==> src/sv/fpvm_pkg.sv <==
// ============================================================================
// fpvm_pkg
// Shared widths, constants and types of the fixed-point vector magnitude block.
// ============================================================================
`default_nettype none

package fpvm_pkg;

    // component and product widths
    localparam int DATA_W        = 32;
    localparam int NUM_COMP      = 3;
    localparam int PROD_W        = 2 * DATA_W;

    // scaled square quotient and saturated sum
    localparam int QUOT_W        = 32;
    localparam int SUM_W         = 32;

    // square root
    localparam int ROOT_STEPS    = 16;
    localparam int ROOT_W        = ROOT_STEPS + 1;
    localparam logic [SUM_W-1:0] ROOT_TOP = 32'h4000_0000;

    // output scaling
    localparam int MAG_W         = 23;
    localparam int MAG_SCALE     = 100;
    localparam logic [MAG_W-1:0] MAX_MAG = 23'd6553600;

    // stream widths
    localparam int IN_TDATA_W    = NUM_COMP * DATA_W;
    localparam int OUT_TDATA_W   = ((MAG_W + 7) / 8) * 8;

    // default raw scale
    localparam int DEF_RESOLUTION = 10000;

    // one finished result
    typedef struct packed {
        logic             ovf;
        logic [MAG_W-1:0] mag;
    } fpvm_item_t;

endpackage

`default_nettype wire

==> src/sv/fpvm_isqrt.sv <==
// ============================================================================
// fpvm_isqrt
// Pipelined bit-by-bit integer square root with round-up of the result,
// one root step per stage and a final rounding stage.
// ============================================================================
`default_nettype none

module fpvm_isqrt (
    input  wire logic                          clk,
    input  wire logic                          rst_n,
    input  wire logic                          en,
    input  wire logic                          in_valid,
    input  wire logic [fpvm_pkg::SUM_W-1:0]    radicand,
    input  wire logic                          in_ovf,
    output logic                               out_valid,
    output logic [fpvm_pkg::ROOT_W-1:0]        root,
    output logic                               out_ovf
);
    import fpvm_pkg::*;

    logic [SUM_W-1:0] rt_rem_reg   [0:ROOT_STEPS-1];
    logic [SUM_W-1:0] rt_root_reg  [0:ROOT_STEPS-1];
    logic             rt_ovf_reg   [0:ROOT_STEPS-1];
    logic             rt_valid_reg [0:ROOT_STEPS-1];

    logic [ROOT_W-1:0] rnd_next;
    logic [ROOT_W-1:0] rnd_reg;
    logic              rnd_ovf_reg;
    logic              rnd_valid_reg;

    // one root step per stage
    for (genvar s = 0; s < ROOT_STEPS; s++)
    begin : g_step
        localparam logic [SUM_W-1:0] BIT = ROOT_TOP >> (2 * s);

        logic [SUM_W-1:0] src_rem;
        logic [SUM_W-1:0] src_root;
        logic             src_ovf;
        logic             src_valid;
        logic [SUM_W:0]   trial;
        logic             take;
        logic [SUM_W-1:0] rt_rem_next;
        logic [SUM_W-1:0] rt_root_next;

        if (s == 0)
        begin : g_first
            assign src_rem   = radicand;
            assign src_root  = '0;
            assign src_ovf   = in_ovf;
            assign src_valid = in_valid;
        end
        else
        begin : g_next
            assign src_rem   = rt_rem_reg[s-1];
            assign src_root  = rt_root_reg[s-1];
            assign src_ovf   = rt_ovf_reg[s-1];
            assign src_valid = rt_valid_reg[s-1];
        end

        always_comb
        begin
            trial = {1'b0, BIT} + {1'b0, src_root};
            take  = (trial <= {1'b0, src_rem});
            if (take)
            begin
                rt_rem_next  = src_rem - trial[SUM_W-1:0];
                rt_root_next = (src_root >> 1) | BIT;
            end
            else
            begin
                rt_rem_next  = src_rem;
                rt_root_next = src_root >> 1;
            end
        end

        always_ff @(posedge clk)
        begin
            if (en)
            begin
                rt_rem_reg[s]  <= rt_rem_next;
                rt_root_reg[s] <= rt_root_next;
                rt_ovf_reg[s]  <= src_ovf;
            end
        end

        always_ff @(posedge clk or negedge rst_n)
        begin
            if (!rst_n)
            begin
                rt_valid_reg[s] <= 1'b0;
            end
            else if (en)
            begin
                rt_valid_reg[s] <= src_valid;
            end
        end
    end

    // round up when the remainder exceeds the root
    always_comb
    begin
        rnd_next = rt_root_reg[ROOT_STEPS-1][ROOT_W-1:0];
        if (rt_root_reg[ROOT_STEPS-1] < rt_rem_reg[ROOT_STEPS-1])
        begin
            rnd_next = rt_root_reg[ROOT_STEPS-1][ROOT_W-1:0] + ROOT_W'(1);
        end
    end

    always_ff @(posedge clk)
    begin
        if (en)
        begin
            rnd_reg     <= rnd_next;
            rnd_ovf_reg <= rt_ovf_reg[ROOT_STEPS-1];
        end
    end

    always_ff @(posedge clk or negedge rst_n)
    begin
        if (!rst_n)
        begin
            rnd_valid_reg <= 1'b0;
        end
        else if (en)
        begin
            rnd_valid_reg <= rt_valid_reg[ROOT_STEPS-1];
        end
    end

    assign out_valid = rnd_valid_reg;
    assign root      = rnd_reg;
    assign out_ovf   = rnd_ovf_reg;

endmodule

`default_nettype wire

==> config.mk <==
export PLATFORM = sky130hd
export DESIGN_NAME = fpvm_isqrt
export DESIGN_NICKNAME = d
export VERILOG_FILES = /design/src/sv/fpvm_pkg.sv /design/src/sv/fpvm_isqrt.sv
export SDC_FILE = /design/constraint.sdc
export NUM_CORES = 1
export LEC_CHECK = 0
export BUFFER_PORTS_ARGS = -buffer_cell sky130_fd_sc_hd__clkbuf_2
export CORE_AREA = 2 2 322 292
export CTS_CLUSTER_DIAMETER = 150
export CTS_CLUSTER_SIZE = 20
export DETAILED_ROUTE_END_ITERATION = 8
export DIE_AREA = 0 0 324 294
export PLACE_DENSITY = 0.62
export SYNTH_ARGS = -nofsm -noshare
export SYNTH_HDL_FRONTEND = slang
export SYNTH_SLANG_ARGS = --single-unit
==> constraint.sdc <==
create_clock -name clk -period 3.6 [get_ports clk]
set_input_delay 0.54 -clock clk [delete_from_list [all_inputs] [get_ports clk]]
set_output_delay 0.54 -clock clk [all_outputs]
set_load 0.03 [all_outputs]
==> results_dict.tcl <==
set metrics [dict create \
    status "complete, no violations" \
    yosys-top-cells-count "edfxtp_1, inv_1, ha_1" \
    crit_path_largest_cell_delay_ns 0.59 \
    power.share.sequential 0.548 \
    routabilityCongestion 0.867 \
    stdcell_area_um2 39800 \
    cts_post_setup_buffers_inserted 0 \
    crit_required_ns 3.96 \
    async_flop_share 0.0243 \
    max_freq_mhz 307 \
    tritoncts.num_buffers 41 \
    finalHoldViolations 0 \
    setup_repair_after_global_routing_missed_its_margin "no" \
    drtIter0Drc 1630 \
    fin_nets 3494 \
    p_sw_uw 5930 \
    syn_nets 3412 \
    yosysTopAreaCell "edfxtp_1" \
    clock_sinks 699 \
    fin_crit_sh 0.906 \
    cp_data_arrival_time_ns 3.62 \
    maximum_ir_drop_on_the_vdd_rail_mv 0.321 \
    grt_start_max_net_pins 135 \
    tns_ns 0 \
    ios 56 \
    groute.usage.overall 0.158 \
    htree_levels 2 \
    number_of_max_cap_violations 0 \
    worst_path_max_delay_cell "or4b_2" \
    synthDistinctLibCells 84 \
    critical_path.endpoint_type "flip-flop" \
    grt_pass1_vias 22100 \
    leakage_uw 0.0156 \
    synthesis.yosys.warnings 0 \
    intPower_uw 14100 \
    grt_antenna_before_repair 0 \
    timing_worst_slew_pin_value_ns 0.931 \
    synth.area.top_cells "edfxtp_1, ha_1, inv_1" \
    setup_violations 0 \
    post_place_worst_slack_ns 0.330 \
    clockPowerShare 0.240 \
    cts-hold-fix-buffers 1 \
    synth_flop_cell "edfxtp_1" \
    post-route-min-period_ns 3.26 \
    synth_enable_flop_cells 682 \
    final_max_slew_viol_count 0 \
    finalNonFillerCells 4427 \
    coreArea_um2 92200 \
    grt_first_pass_wirelength_mm 121 \
    largest_register_ffs 512 \
    critPathBufInv 1 \
    synth_largest_type_area_fraction 0.559 \
    route.antenna.remaining_nets 0 \
    post_dp_cell_area_um2 38600 \
    finalWirelength_mm 75.3 \
    critPathLaunchType "flip-flop" \
    critical-path-top-delay-family "simple AND/OR/NAND/NOR gates" \
    post_cts.resized_instances 0 \
    timing.critical_path.cells "ha_1 > or4b_2 > nor4_1 > a311o_1 > nor3_1 > a211oi_2 > buf_4 > mux2_2" \
    n_antenna_cell 0 \
    via_per_inst 5.21 \
    placedCellCount 4368 \
    drt_drc_violations_left 0 \
    synth_area_per_cell_um2 11.9 \
    die_area_um2 95300 \
    synth-seq-area-share 0.571 \
    cts_tree "built" \
    num_rows 106 \
    synth.ff_latch_count 699 \
    whs_ns 0.0964 \
    synth_cells 3088 \
    num-fill-cells 8444 \
    clk_latency_ns 0.63 \
    die-height_um 294 \
    cts_root_buffer "clkbuf_16" \
    initial_core_util 0.397 \
    grt_remaining_overflow 0 \
    multi_input_comb_area_um2 14200 \
    crit_fanout 20 \
    worst_hold_path_type "in2reg" \
    synth_area_um2 36600 \
    cts_buffer_depth 3 \
    port_buffers 55 \
    dr_total_vias 23100 \
    routedWlPerCell_um 17.0 \
    drive_gt1_frac 0.0637 \
    timing.slew.headroom 0.373 \
    area_of_all_sequential_standard_cells_um2 20900 \
    combinationalPowerShare 0.212 \
    final.setup.worst_slack_ns 0.338 \
    area_growth_pct 8.76 \
    fin_worst_skew_ns 0.0336 \
    power.density_nw_per_um2 503 \
    yosysMostFrequentCell "edfxtp_1" \
    die-width_um 324 \
    dr.pass1.iters 6 \
    path_class "reg2reg" \
    clkTransAtPathRegs_ns 0.09 \
    power_switching_share 0.296 \
    place.detailed.hpwl_mm 56.9 \
]
==> path summary, 6_finish.rpt <==
check	from	to	slack [ns]	cells after the start
hold / removal	in_ovf	rt_ovf_reg[0]	0.1	1
setup reg to reg	rt_root_reg[1][44]	rt_rem_reg[10][19]	0.34	8
setup / recovery	rt_root_reg[1][44]	rt_rem_reg[10][19]	0.34	8
max in group asynchronous	rst_n	g_step[11].src_valid	2.91	2
min in group asynchronous	rst_n	g_step[2].src_valid	0.37	2
hold reg to reg	rt_ovf_reg[4]	rt_ovf_reg[5]	0.42	0
==> per-layer routing <==
layer / part of all wire / routed length [um] / up-vias / track usage
met2: 0.47 / 35500 / 474 / 0.261
met4: 0.021 / 1610 / 0 / 0.0392
met3: 0.042 / 3150 / 92 / 0.0189
li1: - / - / 11400 / -
met1: 0.47 / 35000 / 11100 / 0.222
met5: 0 / 0 / - / 0
==> cell families (layout without fill, tap and decap cells) <==
logic type	after synthesis	count (layout)	synth area share
adders and majority gates	287	287	0.0981
buffers and inverters	393	490	0.0415
AOI/OAI and AO/OA	621	621	0.108
and+or+nand+nor	821	821	0.116
DFF	699	699	0.571
xor gates and xnor gates	232	232	0.0555
muxes	35	35	0.0104
==> worst reg2reg max path, cell delays in order, from the launching register on <==
cell and delay (ns):
edfxtp_1 0.43, ha_1 0.38, or4b_2 0.59, nor4_1 0.48, a311o_1 0.27, nor3_1 0.06
a211oi_2 0.16, buf_4 0.27, mux2_2 0.36
==> stage by stage <==
step           utilization  total power [uW]
2_1_floorplan            -             14000
3_3_place_gp         0.419             15400
3_5_place_dp         0.419             15400
4_1_cts              0.432             20200
5_1_grt              0.432             21200
6_report             0.432             20000
==> power by group through the flow <==
stage	Sequential, uW	Combinational, uW	Clock (uW)
floorplan	10900	3100	0
global placement	11200	4200	0
detailed placement	11200	4220	0
CTS	11000	4240	5000
global route	11100	4800	5270
finish	11000	4260	4810
==> cells in the final DEF (no fill, tap or decap), drive strengths merged, types with 10 or more instances in the layout <==
cell type / n
edfxtp: 682
inv: 333
ha: 287
nor2: 202
a21oi: 195
nand2: 170
o21ai: 149
xor2: 117
xnor2: 115
clkbuf: 106
nor4: 88
nor3: 78
a21o: 54
buf: 46
o21a: 44
or3: 38
nand3: 36
or4: 34
nand2b: 33
nand4: 32
a211oi: 29
nor2b: 24
mux2: 23
dfrtp: 17
o211ai: 17
and3: 14
nand3b: 14
a211o: 12
mux2i: 12
o21bai: 11
a31oi: 11
or2: 10
and2: 10
o31ai: 10
nor4b: 10
==> layout make-up <==
class                      count  area share
clock buffer                  52      0.0268
clock inverter                 6     0.00289
inverter                     331      0.0312
multi-input combinational   1996       0.357
sequential                   699       0.525
tap                         1242      0.0390
timing repair buffer         101      0.0184
(Power assumes the default switching activity.)
