<file path="src/sv/fpvm_pkg.sv">
// ============================================================================
// fpvm_pkg
// Shared widths, constants and types of the fixed-point vector magnitude block.
// ============================================================================
`default_nettype none

package fpvm_pkg;

    // component and product widths
    localparam int DATA_W        = 32;
    localparam int NUM_COMP      = 3;
    localparam int PROD_W        = 2 * DATA_W;

    // scaled square quotient and saturated sum
    localparam int QUOT_W        = 32;
    localparam int SUM_W         = 32;

    // square root
    localparam int ROOT_STEPS    = 16;
    localparam int ROOT_W        = ROOT_STEPS + 1;
    localparam logic [SUM_W-1:0] ROOT_TOP = 32'h4000_0000;

    // output scaling
    localparam int MAG_W         = 23;
    localparam int MAG_SCALE     = 100;
    localparam logic [MAG_W-1:0] MAX_MAG = 23'd6553600;

    // stream widths
    localparam int IN_TDATA_W    = NUM_COMP * DATA_W;
    localparam int OUT_TDATA_W   = ((MAG_W + 7) / 8) * 8;

    // default raw scale
    localparam int DEF_RESOLUTION = 10000;

    // one finished result
    typedef struct packed {
        logic             ovf;
        logic [MAG_W-1:0] mag;
    } fpvm_item_t;

endpackage

`default_nettype wire

</file>
<file path="src/sv/fpvm_out_fifo.sv">
// ============================================================================
// fpvm_out_fifo
// Two-entry result buffer that decouples the pipeline from the output stall.
// ============================================================================
`default_nettype none

module fpvm_out_fifo (
    input  wire logic                  clk,
    input  wire logic                  rst_n,
    input  wire logic                  push,
    input  wire fpvm_pkg::fpvm_item_t  push_item,
    output logic                       full,
    output logic                       out_valid,
    input  wire logic                  out_ready,
    output fpvm_pkg::fpvm_item_t       out_item
);
    import fpvm_pkg::*;

    localparam int DEPTH = 2;

    fpvm_item_t mem [0:DEPTH-1];
    logic       wr_ptr_reg;
    logic       wr_ptr_next;
    logic       rd_ptr_reg;
    logic       rd_ptr_next;
    logic [1:0] cnt_reg;
    logic [1:0] cnt_next;
    logic       pop;

    assign pop       = out_valid && out_ready;
    assign full      = (cnt_reg == 2'(DEPTH));
    assign out_valid = (cnt_reg != 2'd0);
    assign out_item  = mem[rd_ptr_reg];

    // pointer and fill count update
    always_comb
    begin
        wr_ptr_next = push ? ~wr_ptr_reg : wr_ptr_reg;
        rd_ptr_next = pop ? ~rd_ptr_reg : rd_ptr_reg;
        cnt_next    = cnt_reg + 2'(push) - 2'(pop);
    end

    always_ff @(posedge clk or negedge rst_n)
    begin
        if (!rst_n)
        begin
            wr_ptr_reg <= 1'b0;
            rd_ptr_reg <= 1'b0;
            cnt_reg    <= 2'd0;
        end
        else
        begin
            wr_ptr_reg <= wr_ptr_next;
            rd_ptr_reg <= rd_ptr_next;
            cnt_reg    <= cnt_next;
        end
    end

    // storage
    always_ff @(posedge clk)
    begin
        if (push)
        begin
            mem[wr_ptr_reg] <= push_item;
        end
    end

endmodule

`default_nettype wire

</file>
<file path="config.mk">
export PLATFORM = sky130hd
export DESIGN_NAME = fpvm_out_fifo
export DESIGN_NICKNAME = d
export VERILOG_FILES = /design/src/sv/fpvm_pkg.sv /design/src/sv/fpvm_out_fifo.sv
export SDC_FILE = /design/constraint.sdc
export NUM_CORES = 1
export LEC_CHECK = 0
export ABC_CLOCK_PERIOD_IN_PS = 2100
export BUFFER_PORTS_ARGS = -buffer_cell sky130_fd_sc_hd__buf_2
export CELL_PAD_IN_SITES_DETAIL_PLACEMENT = 0
export CELL_PAD_IN_SITES_GLOBAL_PLACEMENT = 1
export CORE_ASPECT_RATIO = 0.75
export CORE_UTILIZATION = 39
export DETAILED_ROUTE_END_ITERATION = 10
export GPL_TIMING_DRIVEN = 0
export PLACE_DENSITY_LB_ADDON = 0.1
export REMOVE_ABC_BUFFERS = 1
export SYNTH_ARGS = -nofsm -noshare
export SYNTH_HDL_FRONTEND = slang
export SYNTH_SLANG_ARGS = --single-unit
</file>
<file path="constraint.sdc">
create_clock -name clk -period 2.1 [get_ports clk]
set_input_delay 0.315 -clock clk [delete_from_list [all_inputs] [get_ports clk]]
set_output_delay 0.315 -clock clk [all_outputs]
set_load 0.005 [all_outputs]
</file>
==> out/results.tsv, run 1 <==
metric	value	unit
Yosys cell types	14	
synthesized area	2034	um^2
Cells after Synth	92	
RSZ-0062 raised after global routing	no	
Worst-Skew Late Latency	290	ps
DR WL/cell	14.08	um
1st-iter DRT viols	27	
register area	1545	um^2
via/cell ratio	4.590	
CTS Root Cell	clkbuf_8	
Syn-to-layout area delta	23.55	%
DRT Wirelength	2986	um
Worst Setup Start Kind	flip-flop	
top cells by count, synth	edfxtp_1, mux2_4, mux2_2, dfrtp_1	
worst-case clock buffer depth	2	
Synth area leader	edfxtp_1	
Slew HR	0.2356	
drc violations	0	
Worst-Margin Slew	1147	ps
WP data required	1780	ps
Post-synth ARST share	0.07692	
via total after detailed routing	973	
Initial Util	0.4106	
max cap viols	0	
Post-Synth Simple-Gate Area	0.01230	
Compound-Gate Fraction of Synth Area	0.003690	
Rows	22	
antenna violations before repair	0	
postcts setup bufs	0	
antenna-violating nets left	0	
worst IR drop on VDD	0.5929	mV
Yosys reg bits	52	
Hold WC Path Type	in -> reg	
Post-synth EDFFs	48	
Worst R2R Setup Slack	410	ps
Chip Height	64.55	um
global-route wire length before repair	4885	um
post-synthesis xor/xnor area fraction	0.01722	
Worst Path Arrival	1560	ps
clock slew at reported path FFs	90	ps
status	finished, final reports clean	
register area share after synthesis	0.7577	
top cells by area, synth	edfxtp_1, mux2_4, dfrtp_1, mux2_2, buf_12	
Slowest cell on crit path	dfrtp_4	
f_max	534.0	MHz
Clock Sinks	52	
dominant synthesized flop cell	edfxtp_1	
IO Count	54	
Worst Clk Skew	6.267	ps
critical path cell sequence	mux2_2 > buf_2	
Chip Width	85.40	um
max-slew violations	0	
IO Port Bufs	53	
CORE AREA	4955	um^2
final critical-path share of the clock period	0.8918	
H-tree depth	2	
largest family of logic cells by synthesized area	multiplexers	
Avg Cell Area, Syn	22.11	um^2
CP Class	reg -> out	
Final min period	1873	ps
final setup violation count	0	
Layout Nets	181	
Die ar.	5513	um^2
Reg2Reg Depth	1	
Synth Area in Adders	0.01230	
gr usage total	0.1228	
Ys Warns	0	
Post-DP HPWL	1998	um
Inserted Diodes	0	
first drt pass iteration count	2	
grt total ovfl	0	
worst-path maximum fanout	25	
layout cells sized above 1	0.5855	
max reg flops	48	
vias in the first global route	1002	
leakage	1.022	nW
mux share of post-synthesis cell area	0.1679	
max incr delay on CP	730	ps
Yosys top cell area share	0.7085	
pin count of the biggest net entering global routing	26	
Hold Crit Depth	1	
Worst Setup End Kind	primary output	
FILL cells	420	
area of the multi-input gates	436.7	um^2
PD cells	1328	nW/um^2
RD Place Congestion	0.5876	
total CTS buffers	5	
CTS tree	built	
setup TNS	0	ps
Hold Violations, Final	0	
most common cell in the netlist	edfxtp_1	
final core utilization	0.5073	
-- cell families (layout without fill, tap and decap cells) --
group	after synthesis	count (layout)
AO/OA/AOI/OAI	1	1
XOR/XNOR	4	4
adder cells (fa/ha/maj)	2	2
buffers and inverters	5	65
flip-flops	52	52
multiplexers	24	24
AND/OR/NAND/NOR	4	4
-- report_power, final --
part           switching [mW]  total [mW]  internal (mW)
Combinational           0.309       0.852          0.542
Sequential              0.190        1.58           1.39
Clock                   0.308       0.903          0.595
-- worst max-delay path, delay by kind of cell (launching register included) --
kind                   cells  cell delay [ps]
flip-flops                 1              730
multiplexers               1              400
buffers and inverters      1              130
-- final timing paths --
| path | startpoint | endpoint |
|---|---|---|
| setup / recovery | rd_ptr_reg | out_item[23] |
| setup reg to reg | wr_ptr_reg | mem[1][19] |
| hold / removal | push_item[16] | mem[0][16] |
| min in group asynchronous | rst_n | wr_ptr_reg |
| max in group asynchronous | rst_n | rd_ptr_reg |
| hold reg to reg | wr_ptr_reg | wr_ptr_reg |
-- metrics by stage --
step,total power [mW],hold WS (ps),cells,cell area [um^2],setup slack (ps)
after floorplan,2.126,19.41,89,1983,202.0
after CTS,3.401,187.3,212,2511,8.027
after global placement,2.460,125.6,202,2323,-461.8
after global routing,3.528,178.0,212,2514,148.7
after detailed placement,2.510,129.5,203,2341,-120.9
final,3.338,198.2,212,2514,227.2
-- area by class of cell --
cell class	instances	share of cell area
clock buffers	5	0.02738
clock inverters	3	0.03584
inverters	2	0.002987
multi-input cells	35	0.1737
flip-flops and latches	52	0.6147
well taps	60	0.02987
repair buffers	55	0.1155
-- routing by layer --
layer	vias to the layer above	GRT usage	part of all wire
li1	466	-	-
met1	472	0.1407	0.43
met2	30	0.2060	0.50
met3	5	0.04586	0.059
met4	0	0.05625	0.011
met5	-	0	0
-- cells in the final DEF, fill, tap and decap left out, types with 2 or more instances in the layout --
cell and count:
buf_2 53, clkbuf_8 5, ha_1 2, edfxtp_1 48, mux2_4 19, xor2_1 2
dfrtp_1 3, xnor2_1 2, inv_1 2, bufinv_16 3, mux2_2 5
-- repair_timing --
item	4_1_cts	5_1_grt
endpoints found under the hold margin	4	0
gates resized for setup	1	1
hold buffers	1	0
endpoints found under the setup margin	24	5
No activity file was read; power rests on OpenSTA's default activity.
==> inputs of run 2 (changes only) <==
- BUFFER_PORTS_ARGS: -buffer_cell sky130_fd_sc_hd__buf_2 -> -buffer_cell sky130_fd_sc_hd__buf_4
- GPL_TIMING_DRIVEN: 0 -> unset
==> run 2 against run 1 <==
  * Routed wire length decreased by 0.50%
  * Sequential power decreased by 8%
  * Via count increased by 1.3%
  * Global-route usage decreased by 0.68 points
  * Non-clock buffer count increased by 4
  * Cell area increased by 3.5%
  * Largest cell class unchanged
  * Largest power group unchanged
==> out/results.tsv, run 2 (synthesis results as in run 1) <==
metric	value	unit
status	finished, final reports clean	
vias in the first global route	989	
hold_ws	207.0	ps
pin count of the biggest net entering global routing	17	
first drt pass iteration count	4	
Worst-Skew Late Latency	280	ps
final total power	3.130	mW
CTS Root Cell	clkbuf_8	
final setup margin	343.0	ps
commonest non-fill, non-tap cells in the layout	buf_4, edfxtp_1, mux2_4	
Hold Violations, Final	0	
max reg flops	48	
setup TNS	0	ps
drc violations	0	
max incr delay on CP	380	ps
Internal	2.322	mW
Top cell by count, worst path	buf_4	
WP data required	1780	ps
CORE AREA	4955	um^2
leakage	1.051	nW
DRT Wirelength	2971	um
critical path cell sequence	buf_4 > mux2_2 > buf_4	
Post-DP HPWL	2089	um
max cap viols	0	
clock slew at reported path FFs	90	ps
via/cell ratio	4.565	
worst IR drop on VDD	0.5939	mV
antenna violations before repair	0	
Worst-Margin Slew	532.0	ps
Hold WC Path Type	in -> reg	
RD Place Congestion	0.5989	
PD cells	1203	nW/um^2
Inserted Diodes	0	
Switch Pwr	808.0	uW
f_max	569.2	MHz
Layout Nets	185	
Finished Cell Area	2603	um^2
Clock Sinks	52	
max-slew violations	0	
IO Count	54	
buffers and inverters on the worst path	2	
Slowest cell on crit path	mux2_2	
antenna-violating nets left	0	
total CTS buffers	5	
postcts setup bufs	0	
placed cell areas	2509	um^2
global-route wire length before repair	4657	um
Initial Util	0.4106	
Die ar.	5513	um^2
IO Port Bufs	53	
Worst Clk Skew	2.694	ps
Seq pwr share	0.464	
Rows	22	
most common cell after layout, fill and taps aside	buf_4	
gr usage total	0.1160	
worst-case clock buffer depth	2	
Chip Height	64.55	um
power share of the clock group	0.166	
Final min period	1757	ps
RSZ-0062 raised after global routing	no	
CTS tree	built	
Chip Width	85.40	um
worst-path maximum fanout	16	
CP Class	reg -> out	
H-tree depth	2	
DR WL/cell	13.75	um
via total after detailed routing	986	
final setup violation count	0	
layout cells sized above 1	0.5769	
Setup WS pre-CTS	601.3	ps
Switching Share	0.2581	
Worst R2R Setup Slack	580	ps
cell family with most CP delay	buffers and inverters	
Slew HR	0.6453	
grt total ovfl	0	
Syn-to-layout area delta	27.92	%
Worst Path Arrival	1440	ps
Comb pwr share	0.370	
1st-iter DRT viols	51	
Worst Setup End Kind	primary output	
final critical-path share of the clock period	0.8366	
Worst Setup Start Kind	flip-flop	
## run 2: cell count changes in the layout (fill, tap and decap cells not counted)
cell,before,now
buf_4,0,57
buf_12,0,1
dfrtp_4,1,0
clkbuf_1,0,1
buf_2,53,0
clkinv_1,0,1
bufinv_16,3,0
clkinvlp_4,0,1
dfrtp_1,3,4
buf_8,1,0
## run 2: final cells by class
cell class | count | area [um^2]
multi-input combinational | 35 | 436.7
timing repair buffer | 59 | 457.9
clock buffer | 6 | 72.57
sequential | 52 | 1541
tap | 60 | 75.07
clock inverter | 2 | 11.26
inverter | 2 | 7.507
fill | 404 | 2352
## run 2: metrics by stage
| step | instances | util |
|---|---|---|
| finish | 216 | 0.5253 |
| CTS | 216 | 0.5253 |
| detailed placement | 207 | 0.5063 |
| floorplan | 89 | - |
| global placement | 207 | 0.5063 |
| global route | 216 | 0.5253 |
## run 2: power by group through the flow
stage	clock (mW)	combinational, mW	sequential, mW
floorplan	0	0.573	1.55
global placement	0	1.17	1.47
detailed placement	0	1.18	1.48
CTS	0.537	1.18	1.46
global route	0.584	1.25	1.48
finish	0.519	1.16	1.45
## run 2: path summary, 6_finish.rpt
path | from | endpoint | cells after the start
max in group asynchronous | rst_n | cnt_reg[1] | 2
min in group asynchronous | rst_n | wr_ptr_reg | 2
hold reg to reg | wr_ptr_reg | wr_ptr_reg | 1
setup / recovery | rd_ptr_reg | out_item[23] | 3
setup reg to reg | cnt_reg[1] | cnt_reg[1] | 6
hold / removal | push_item[0] | mem[1][0] | 1
## run 2: repair_timing
item,in CTS,in global routing
setup endpoints to repair,0,0
endpoints found under the hold margin,4,0
resized for setup,0,0
hold buffers,1,0
## run 2: metal layers
layer | routed length [um] | global-route usage | up-vias
met1 | 1220 | 0.1390 | 479
met2 | 1545 | 0.1960 | 31
met3 | 186 | 0.04204 | 2
li1 | - | - | 474
met4 | 18 | 0.03750 | 0
met5 | 0 | 0 | -
