<file path="src/sv/fpvm_pkg.sv">
// ============================================================================
// fpvm_pkg
// Shared widths, constants and types of the fixed-point vector magnitude block.
// ============================================================================
`default_nettype none

package fpvm_pkg;

    // component and product widths
    localparam int DATA_W        = 32;
    localparam int NUM_COMP      = 3;
    localparam int PROD_W        = 2 * DATA_W;

    // scaled square quotient and saturated sum
    localparam int QUOT_W        = 32;
    localparam int SUM_W         = 32;

    // square root
    localparam int ROOT_STEPS    = 16;
    localparam int ROOT_W        = ROOT_STEPS + 1;
    localparam logic [SUM_W-1:0] ROOT_TOP = 32'h4000_0000;

    // output scaling
    localparam int MAG_W         = 23;
    localparam int MAG_SCALE     = 100;
    localparam logic [MAG_W-1:0] MAX_MAG = 23'd6553600;

    // stream widths
    localparam int IN_TDATA_W    = NUM_COMP * DATA_W;
    localparam int OUT_TDATA_W   = ((MAG_W + 7) / 8) * 8;

    // default raw scale
    localparam int DEF_RESOLUTION = 10000;

    // one finished result
    typedef struct packed {
        logic             ovf;
        logic [MAG_W-1:0] mag;
    } fpvm_item_t;

endpackage

`default_nettype wire

</file>
<file path="src/sv/fpvm_scale_sq.sv">
// ============================================================================
// fpvm_scale_sq
// Absolute value, square and truncating division by RESOLUTION of one
// component; the division is a reciprocal multiplication split into four
// partial products over three pipeline stages.
// ============================================================================
`default_nettype none

module fpvm_scale_sq #(
    parameter int RESOLUTION = fpvm_pkg::DEF_RESOLUTION
) (
    input  wire logic                                clk,
    input  wire logic                                rst_n,
    input  wire logic                                en,
    input  wire logic                                in_valid,
    input  wire logic signed [fpvm_pkg::DATA_W-1:0]  comp,
    output logic                                     out_valid,
    output logic [fpvm_pkg::QUOT_W-1:0]              quot,
    output logic                                     ovf
);
    import fpvm_pkg::*;

    localparam int RES_W = $clog2(RESOLUTION + 1);
    localparam int NUM_W = RES_W + QUOT_W;
    localparam logic [PROD_W-1:0] OVF_LIMIT = PROD_W'(RESOLUTION) << QUOT_W;

    // reciprocal ceil(2^RCP_SHIFT / RESOLUTION), exact for every NUM_W-bit numerator
    localparam int RCP_SHIFT = NUM_W + RES_W;
    localparam int POW_W     = RCP_SHIFT + 1;
    localparam int RCP_W     = NUM_W + 2;
    localparam int CHUNK     = (RCP_W + 1) / 2;
    localparam int PP_W      = 2 * CHUNK;
    localparam int CROSS_W   = PP_W + 1;
    localparam int FULL_W    = 4 * CHUNK;
    localparam logic [POW_W-1:0] RCP_POW  = POW_W'(1) << RCP_SHIFT;
    localparam logic [POW_W-1:0] RCP_FULL =
        (RCP_POW + POW_W'(RESOLUTION - 1)) / POW_W'(RESOLUTION);
    localparam logic [RCP_W-1:0]       RCP    = RCP_FULL[RCP_W-1:0];
    localparam logic [CHUNK-1:0]       RCP_LO = RCP[CHUNK-1:0];
    localparam logic [RCP_W-CHUNK-1:0] RCP_HI = RCP[RCP_W-1:CHUNK];

    logic [DATA_W-1:0] abs_next;
    logic [DATA_W-1:0] abs_reg;
    logic              abs_valid_reg;

    logic [PROD_W-1:0] prod_next;
    logic [PROD_W-1:0] prod_reg;
    logic              prod_valid_reg;

    logic              num_ovf_next;
    logic [NUM_W-1:0]  num_next;
    logic [NUM_W-1:0]  num_reg;
    logic              num_ovf_reg;
    logic              num_valid_reg;

    logic [CHUNK-1:0]       num_lo;
    logic [NUM_W-CHUNK-1:0] num_hi;
    logic [PP_W-1:0]        pp_ll_next;
    logic [PP_W-1:0]        pp_lh_next;
    logic [PP_W-1:0]        pp_hl_next;
    logic [PP_W-1:0]        pp_hh_next;
    logic [PP_W-1:0]        pp_ll_reg;
    logic [PP_W-1:0]        pp_lh_reg;
    logic [PP_W-1:0]        pp_hl_reg;
    logic [PP_W-1:0]        pp_hh_reg;
    logic                   pp_ovf_reg;
    logic                   pp_valid_reg;

    logic [CROSS_W-1:0]     cross_next;
    logic [CROSS_W-1:0]     cross_reg;
    logic [FULL_W-1:0]      outer_reg;
    logic                   cross_ovf_reg;
    logic                   cross_valid_reg;

    logic [FULL_W-1:0]      full_next;
    logic [QUOT_W-1:0]      quot_reg;
    logic                   quot_ovf_reg;
    logic                   quot_valid_reg;

    // magnitude of the two's complement component
    assign abs_next = comp[DATA_W-1] ? (~$unsigned(comp) + DATA_W'(1)) : $unsigned(comp);

    always_ff @(posedge clk)
    begin
        if (en)
        begin
            abs_reg <= abs_next;
        end
    end

    // square
    assign prod_next = {{DATA_W{1'b0}}, abs_reg} * {{DATA_W{1'b0}}, abs_reg};

    always_ff @(posedge clk)
    begin
        if (en)
        begin
            prod_reg <= prod_next;
        end
    end

    // quotient of 2^32 or more always saturates the sum
    assign num_ovf_next = (prod_reg >= OVF_LIMIT);
    assign num_next     = num_ovf_next ? '0 : prod_reg[NUM_W-1:0];

    always_ff @(posedge clk)
    begin
        if (en)
        begin
            num_reg     <= num_next;
            num_ovf_reg <= num_ovf_next;
        end
    end

    // partial products of numerator and reciprocal
    assign num_lo     = num_reg[CHUNK-1:0];
    assign num_hi     = num_reg[NUM_W-1:CHUNK];
    assign pp_ll_next = PP_W'(num_lo) * PP_W'(RCP_LO);
    assign pp_lh_next = PP_W'(num_lo) * PP_W'(RCP_HI);
    assign pp_hl_next = PP_W'(num_hi) * PP_W'(RCP_LO);
    assign pp_hh_next = PP_W'(num_hi) * PP_W'(RCP_HI);

    always_ff @(posedge clk)
    begin
        if (en)
        begin
            pp_ll_reg  <= pp_ll_next;
            pp_lh_reg  <= pp_lh_next;
            pp_hl_reg  <= pp_hl_next;
            pp_hh_reg  <= pp_hh_next;
            pp_ovf_reg <= num_ovf_reg;
        end
    end

    // middle terms share one weight, outer terms do not overlap
    assign cross_next = CROSS_W'(pp_lh_reg) + CROSS_W'(pp_hl_reg);

    always_ff @(posedge clk)
    begin
        if (en)
        begin
            cross_reg     <= cross_next;
            outer_reg     <= {pp_hh_reg, pp_ll_reg};
            cross_ovf_reg <= pp_ovf_reg;
        end
    end

    // full product, quotient is its top part
    assign full_next = outer_reg + (FULL_W'(cross_reg) << CHUNK);

    always_ff @(posedge clk)
    begin
        if (en)
        begin
            quot_reg     <= full_next[RCP_SHIFT +: QUOT_W];
            quot_ovf_reg <= cross_ovf_reg;
        end
    end

    // valid bits of all stages
    always_ff @(posedge clk or negedge rst_n)
    begin
        if (!rst_n)
        begin
            abs_valid_reg   <= 1'b0;
            prod_valid_reg  <= 1'b0;
            num_valid_reg   <= 1'b0;
            pp_valid_reg    <= 1'b0;
            cross_valid_reg <= 1'b0;
            quot_valid_reg  <= 1'b0;
        end
        else if (en)
        begin
            abs_valid_reg   <= in_valid;
            prod_valid_reg  <= abs_valid_reg;
            num_valid_reg   <= prod_valid_reg;
            pp_valid_reg    <= num_valid_reg;
            cross_valid_reg <= pp_valid_reg;
            quot_valid_reg  <= cross_valid_reg;
        end
    end

    assign out_valid = quot_valid_reg;
    assign quot      = quot_reg;
    assign ovf       = quot_ovf_reg;

endmodule

`default_nettype wire

</file>
<file path="config.mk">
export PLATFORM = sky130hd
export DESIGN_NAME = fpvm_scale_sq
export DESIGN_NICKNAME = d
export VERILOG_FILES = /design/src/sv/fpvm_pkg.sv /design/src/sv/fpvm_scale_sq.sv
export SDC_FILE = /design/constraint.sdc
export NUM_CORES = 2
export LEC_CHECK = 0
export BUFFER_PORTS_ARGS = -buffer_cell sky130_fd_sc_hd__buf_2
export CORE_MARGIN = 3
export CORE_UTILIZATION = 29
export DETAILED_ROUTE_END_ITERATION = 10
export PLACE_DENSITY = 0.42
export SLEW_MARGIN = 0
export SYNTH_ARGS = -nofsm -noshare
export SYNTH_HDL_FRONTEND = slang
export SYNTH_SLANG_ARGS = --single-unit
export TNS_END_PERCENT = 50
</file>
<file path="constraint.sdc">
create_clock -name clk -period 8.2 [get_ports clk]
set_clock_uncertainty 0.15 [all_clocks]
set_input_delay 0.41 -clock clk [delete_from_list [all_inputs] [get_ports clk]]
set_output_delay 0.41 -clock clk [all_outputs]
set_load 0.02 [all_outputs]
</file>
==> impl_metrics.env <==
export IMPL_max_slew_margin_pct=27.5
export IMPL_path_buf_inv=6
export IMPL_core_area_um2=286000
export IMPL_ys_async_sr_fraction_pct=1.31
export IMPL_yosys_register_bits=457
export IMPL_cts_sinks=457
export IMPL_holdWs_ns=0.106
export IMPL_slowest_delay_ns=0.52
export IMPL_slowest_stage="fa_1"
export IMPL_worstMarginPinSlew_ns=1.08
export IMPL_setup_violations=0
export IMPL_hp_class="in -> reg"
export IMPL_gr_total_overflow=0
export IMPL_cts_root_buf="clkbuf_16"
export IMPL_status="finished clean"
export IMPL_rrSetupSlack_ns=0.27
export IMPL_gp_congestion=0.910
export IMPL_placed_cell_area_um2=90100
export IMPL_die_width_um=543
export IMPL_fp_row_count=196
export IMPL_syn_area_um2=83700
export IMPL_vias=55300
export IMPL_synth_edff_count=451
export IMPL_max_freq_ghz=0.126
export IMPL_fin_crit_ns=7.93
export IMPL_drv_cap=0
export IMPL_cpMostUsedCell="fa_1"
export IMPL_synth_simple_gate_area_share_pct=7.57
export IMPL_synth_compound_area_share_pct=7.56
export IMPL_die_y_um=543
export IMPL_end_kind="register"
export IMPL_grt_max_degree=129
export IMPL_grt_pass1_vias=61400
export IMPL_critical_path_required_ns=8.53
export IMPL_largest_reg_flops=68
export IMPL_ys_types=87
export IMPL_drc=0
export IMPL_post_route_util_pct=32.4
export IMPL_io_buffers=69
export IMPL_yosys_area_share_xor_xnor_pct=3.61
export IMPL_layout_common_cells="inv_1, fa_1, ha_1"
export IMPL_drt_wirelength_per_cell_um=20.4
export IMPL_slew_violations=0
export IMPL_path_class="reg -> reg"
export IMPL_grt_use_total_pct=17.0
export IMPL_synth_cells=8030
export IMPL_muxShareOfSynthArea_pct=0.154
export IMPL_first_iter_violations=3204
export IMPL_layout_commonest_cell="inv_1"
export IMPL_final_layout_size_suffix_gt1_share_pct=6.03
export IMPL_routed_wl_mm=247
export IMPL_cp_top_family="adder cells"
export IMPL_syn_to_final_growth_pct=10.9
export IMPL_dpl_hpwl_mm=216
export IMPL_ys_warn_count=0
export IMPL_synthFlopType="edfxtp_1"
export IMPL_critPathArrivalTime_ns=8.26
export IMPL_seq_area_frac_synth_pct=16.4
export IMPL_synth_top_family_by_area="adder cells"
export IMPL_grt_pass1_wl_mm=383
export IMPL_finalCritPeriodShare_pct=96.6
export IMPL_cts_tree="built"
export IMPL_vias_per_cell=4.57
export IMPL_final_fill_count=29400
export IMPL_fin_nets=11100
export IMPL_critPathLaunchType="register"
export IMPL_start_util_pct=29.2
export IMPL_stdcell_area_um2=92800
export IMPL_cp_max_fo=22
export IMPL_htree_levels=2
export IMPL_synth_fa_ha_area_share_pct=54.7
export IMPL_first_pass_iters=7
export IMPL_grt_setup_unrepaired="yes"
export IMPL_cts_made_buffers=59
export IMPL_ant_nets=0
export IMPL_clock_latency_ns=0.68
export IMPL_final_hold_violation_count=0
export IMPL_design_die_area_um2=295000
export IMPL_antenna_found_initial=6
export IMPL_cts_clk_slew_worst_paths_ns=0.06
export IMPL_syn_area_per_cell_um2=10.4
export IMPL_ioPinCount=70
export IMPL_ctsLongestPathBuffers=3
cell families after synthesis:
family | count (synthesis)
muxes | 12
DFF | 457
adders and majority gates | 2751
buffers and inverters | 2228
AOI/OAI and AO/OA | 965
xor gates and xnor gates | 345
other | 2
and+or+nand+nor | 1270
layout make-up:
| type | count | area [um2] | share of cell area [%] |
|---|---|---|---|
| clock buffer | 67 | 1510 | 1.62 |
| sequential | 457 | 13700 | 14.8 |
| timing repair buffer | 358 | 2930 | 3.15 |
| clock inverter | 38 | 384 | 0.414 |
| tap | 3762 | 4710 | 5.07 |
| antenna | 3 | 7.51 | 0.00809 |
| inverter | 2065 | 7750 | 8.36 |
| multi-input combinational | 5359 | 61800 | 66.6 |
synthesized netlist by cell type (28+ instances only):
cell type,instances,share of area [%]
xnor2_1,232,2.4
fa_1,1516,36
o21ai_0,159,0.95
nor2_1,210,0.94
a31oi_1,37,0.28
nand3_1,63,0.38
clkbuf_1,157,0.70
o21bai_1,44,0.39
nand2_1,427,1.9
o21a_1,35,0.31
and2_1,299,2.2
nor3_1,31,0.19
a21o_1,180,1.6
a21oi_1,293,1.8
xor2_1,113,1.2
edfxtp_1,451,16
nand2b_1,28,0.21
and3_1,40,0.30
inv_1,2065,9.3
ha_1,1235,18
nand4_1,69,0.52
routing by layer:
layer	vias up	part of all wire [%]	global-route usage (%)	wire length, um
li1	26000	-	-	-
met1	28200	49	25.0	121000
met2	971	46	27.6	113000
met3	159	4.1	1.77	10100
met4	0	1.4	2.60	3500
met5	-	0	0	0
through the flow:
stage	cells	TNS, ns	setup WS [ns]
final	12100	0	0.275
after global routing	12100	-0.0349	-0.0322
after CTS	12100	0	0.00897
after detailed placement	11900	-0.107	-0.0529
after global placement	11900	-0.00814	-0.00814
after floorplan	8044	0	0.373
tightest hold or removal path: stages:
cell,delay (ns)
buf_2,0.12
inv_1,0.06
o21ai_0,0.12
final timing paths:
path / from / end / cells after the start
min reg2reg: pp_hh_reg[29]$_DFFE_PP_ / outer_reg[77]$_DFFE_PP_ / 0
max: abs_reg[4]$_DFFE_PP_ / prod_reg[56]$_DFFE_PP_ / 26
max reg2reg: abs_reg[4]$_DFFE_PP_ / prod_reg[56]$_DFFE_PP_ / 26
max in group asynchronous: rst_n / num_valid_reg$_DFFE_PN0P_ / 3
min in group asynchronous: rst_n / cross_valid_reg$_DFFE_PN0P_ / 3
min: comp[1] / abs_reg[1]$_DFFE_PP_ / 3
what timing repair did:
action / 4_1_cts / 5_1_grt
cloned: 0 / 1
pin swaps: 1 / 13
setup buffers: 3 / 23
resized for setup: 1 / 52
hold buffers: 35 / 0
setup endpoints to repair: 3 / 19
hold endpoints to repair: 38 / 0
Power is left out: the tool's default activity adds up to more than one toggle a clock period on the data nets, which glitch-free logic cannot reach.
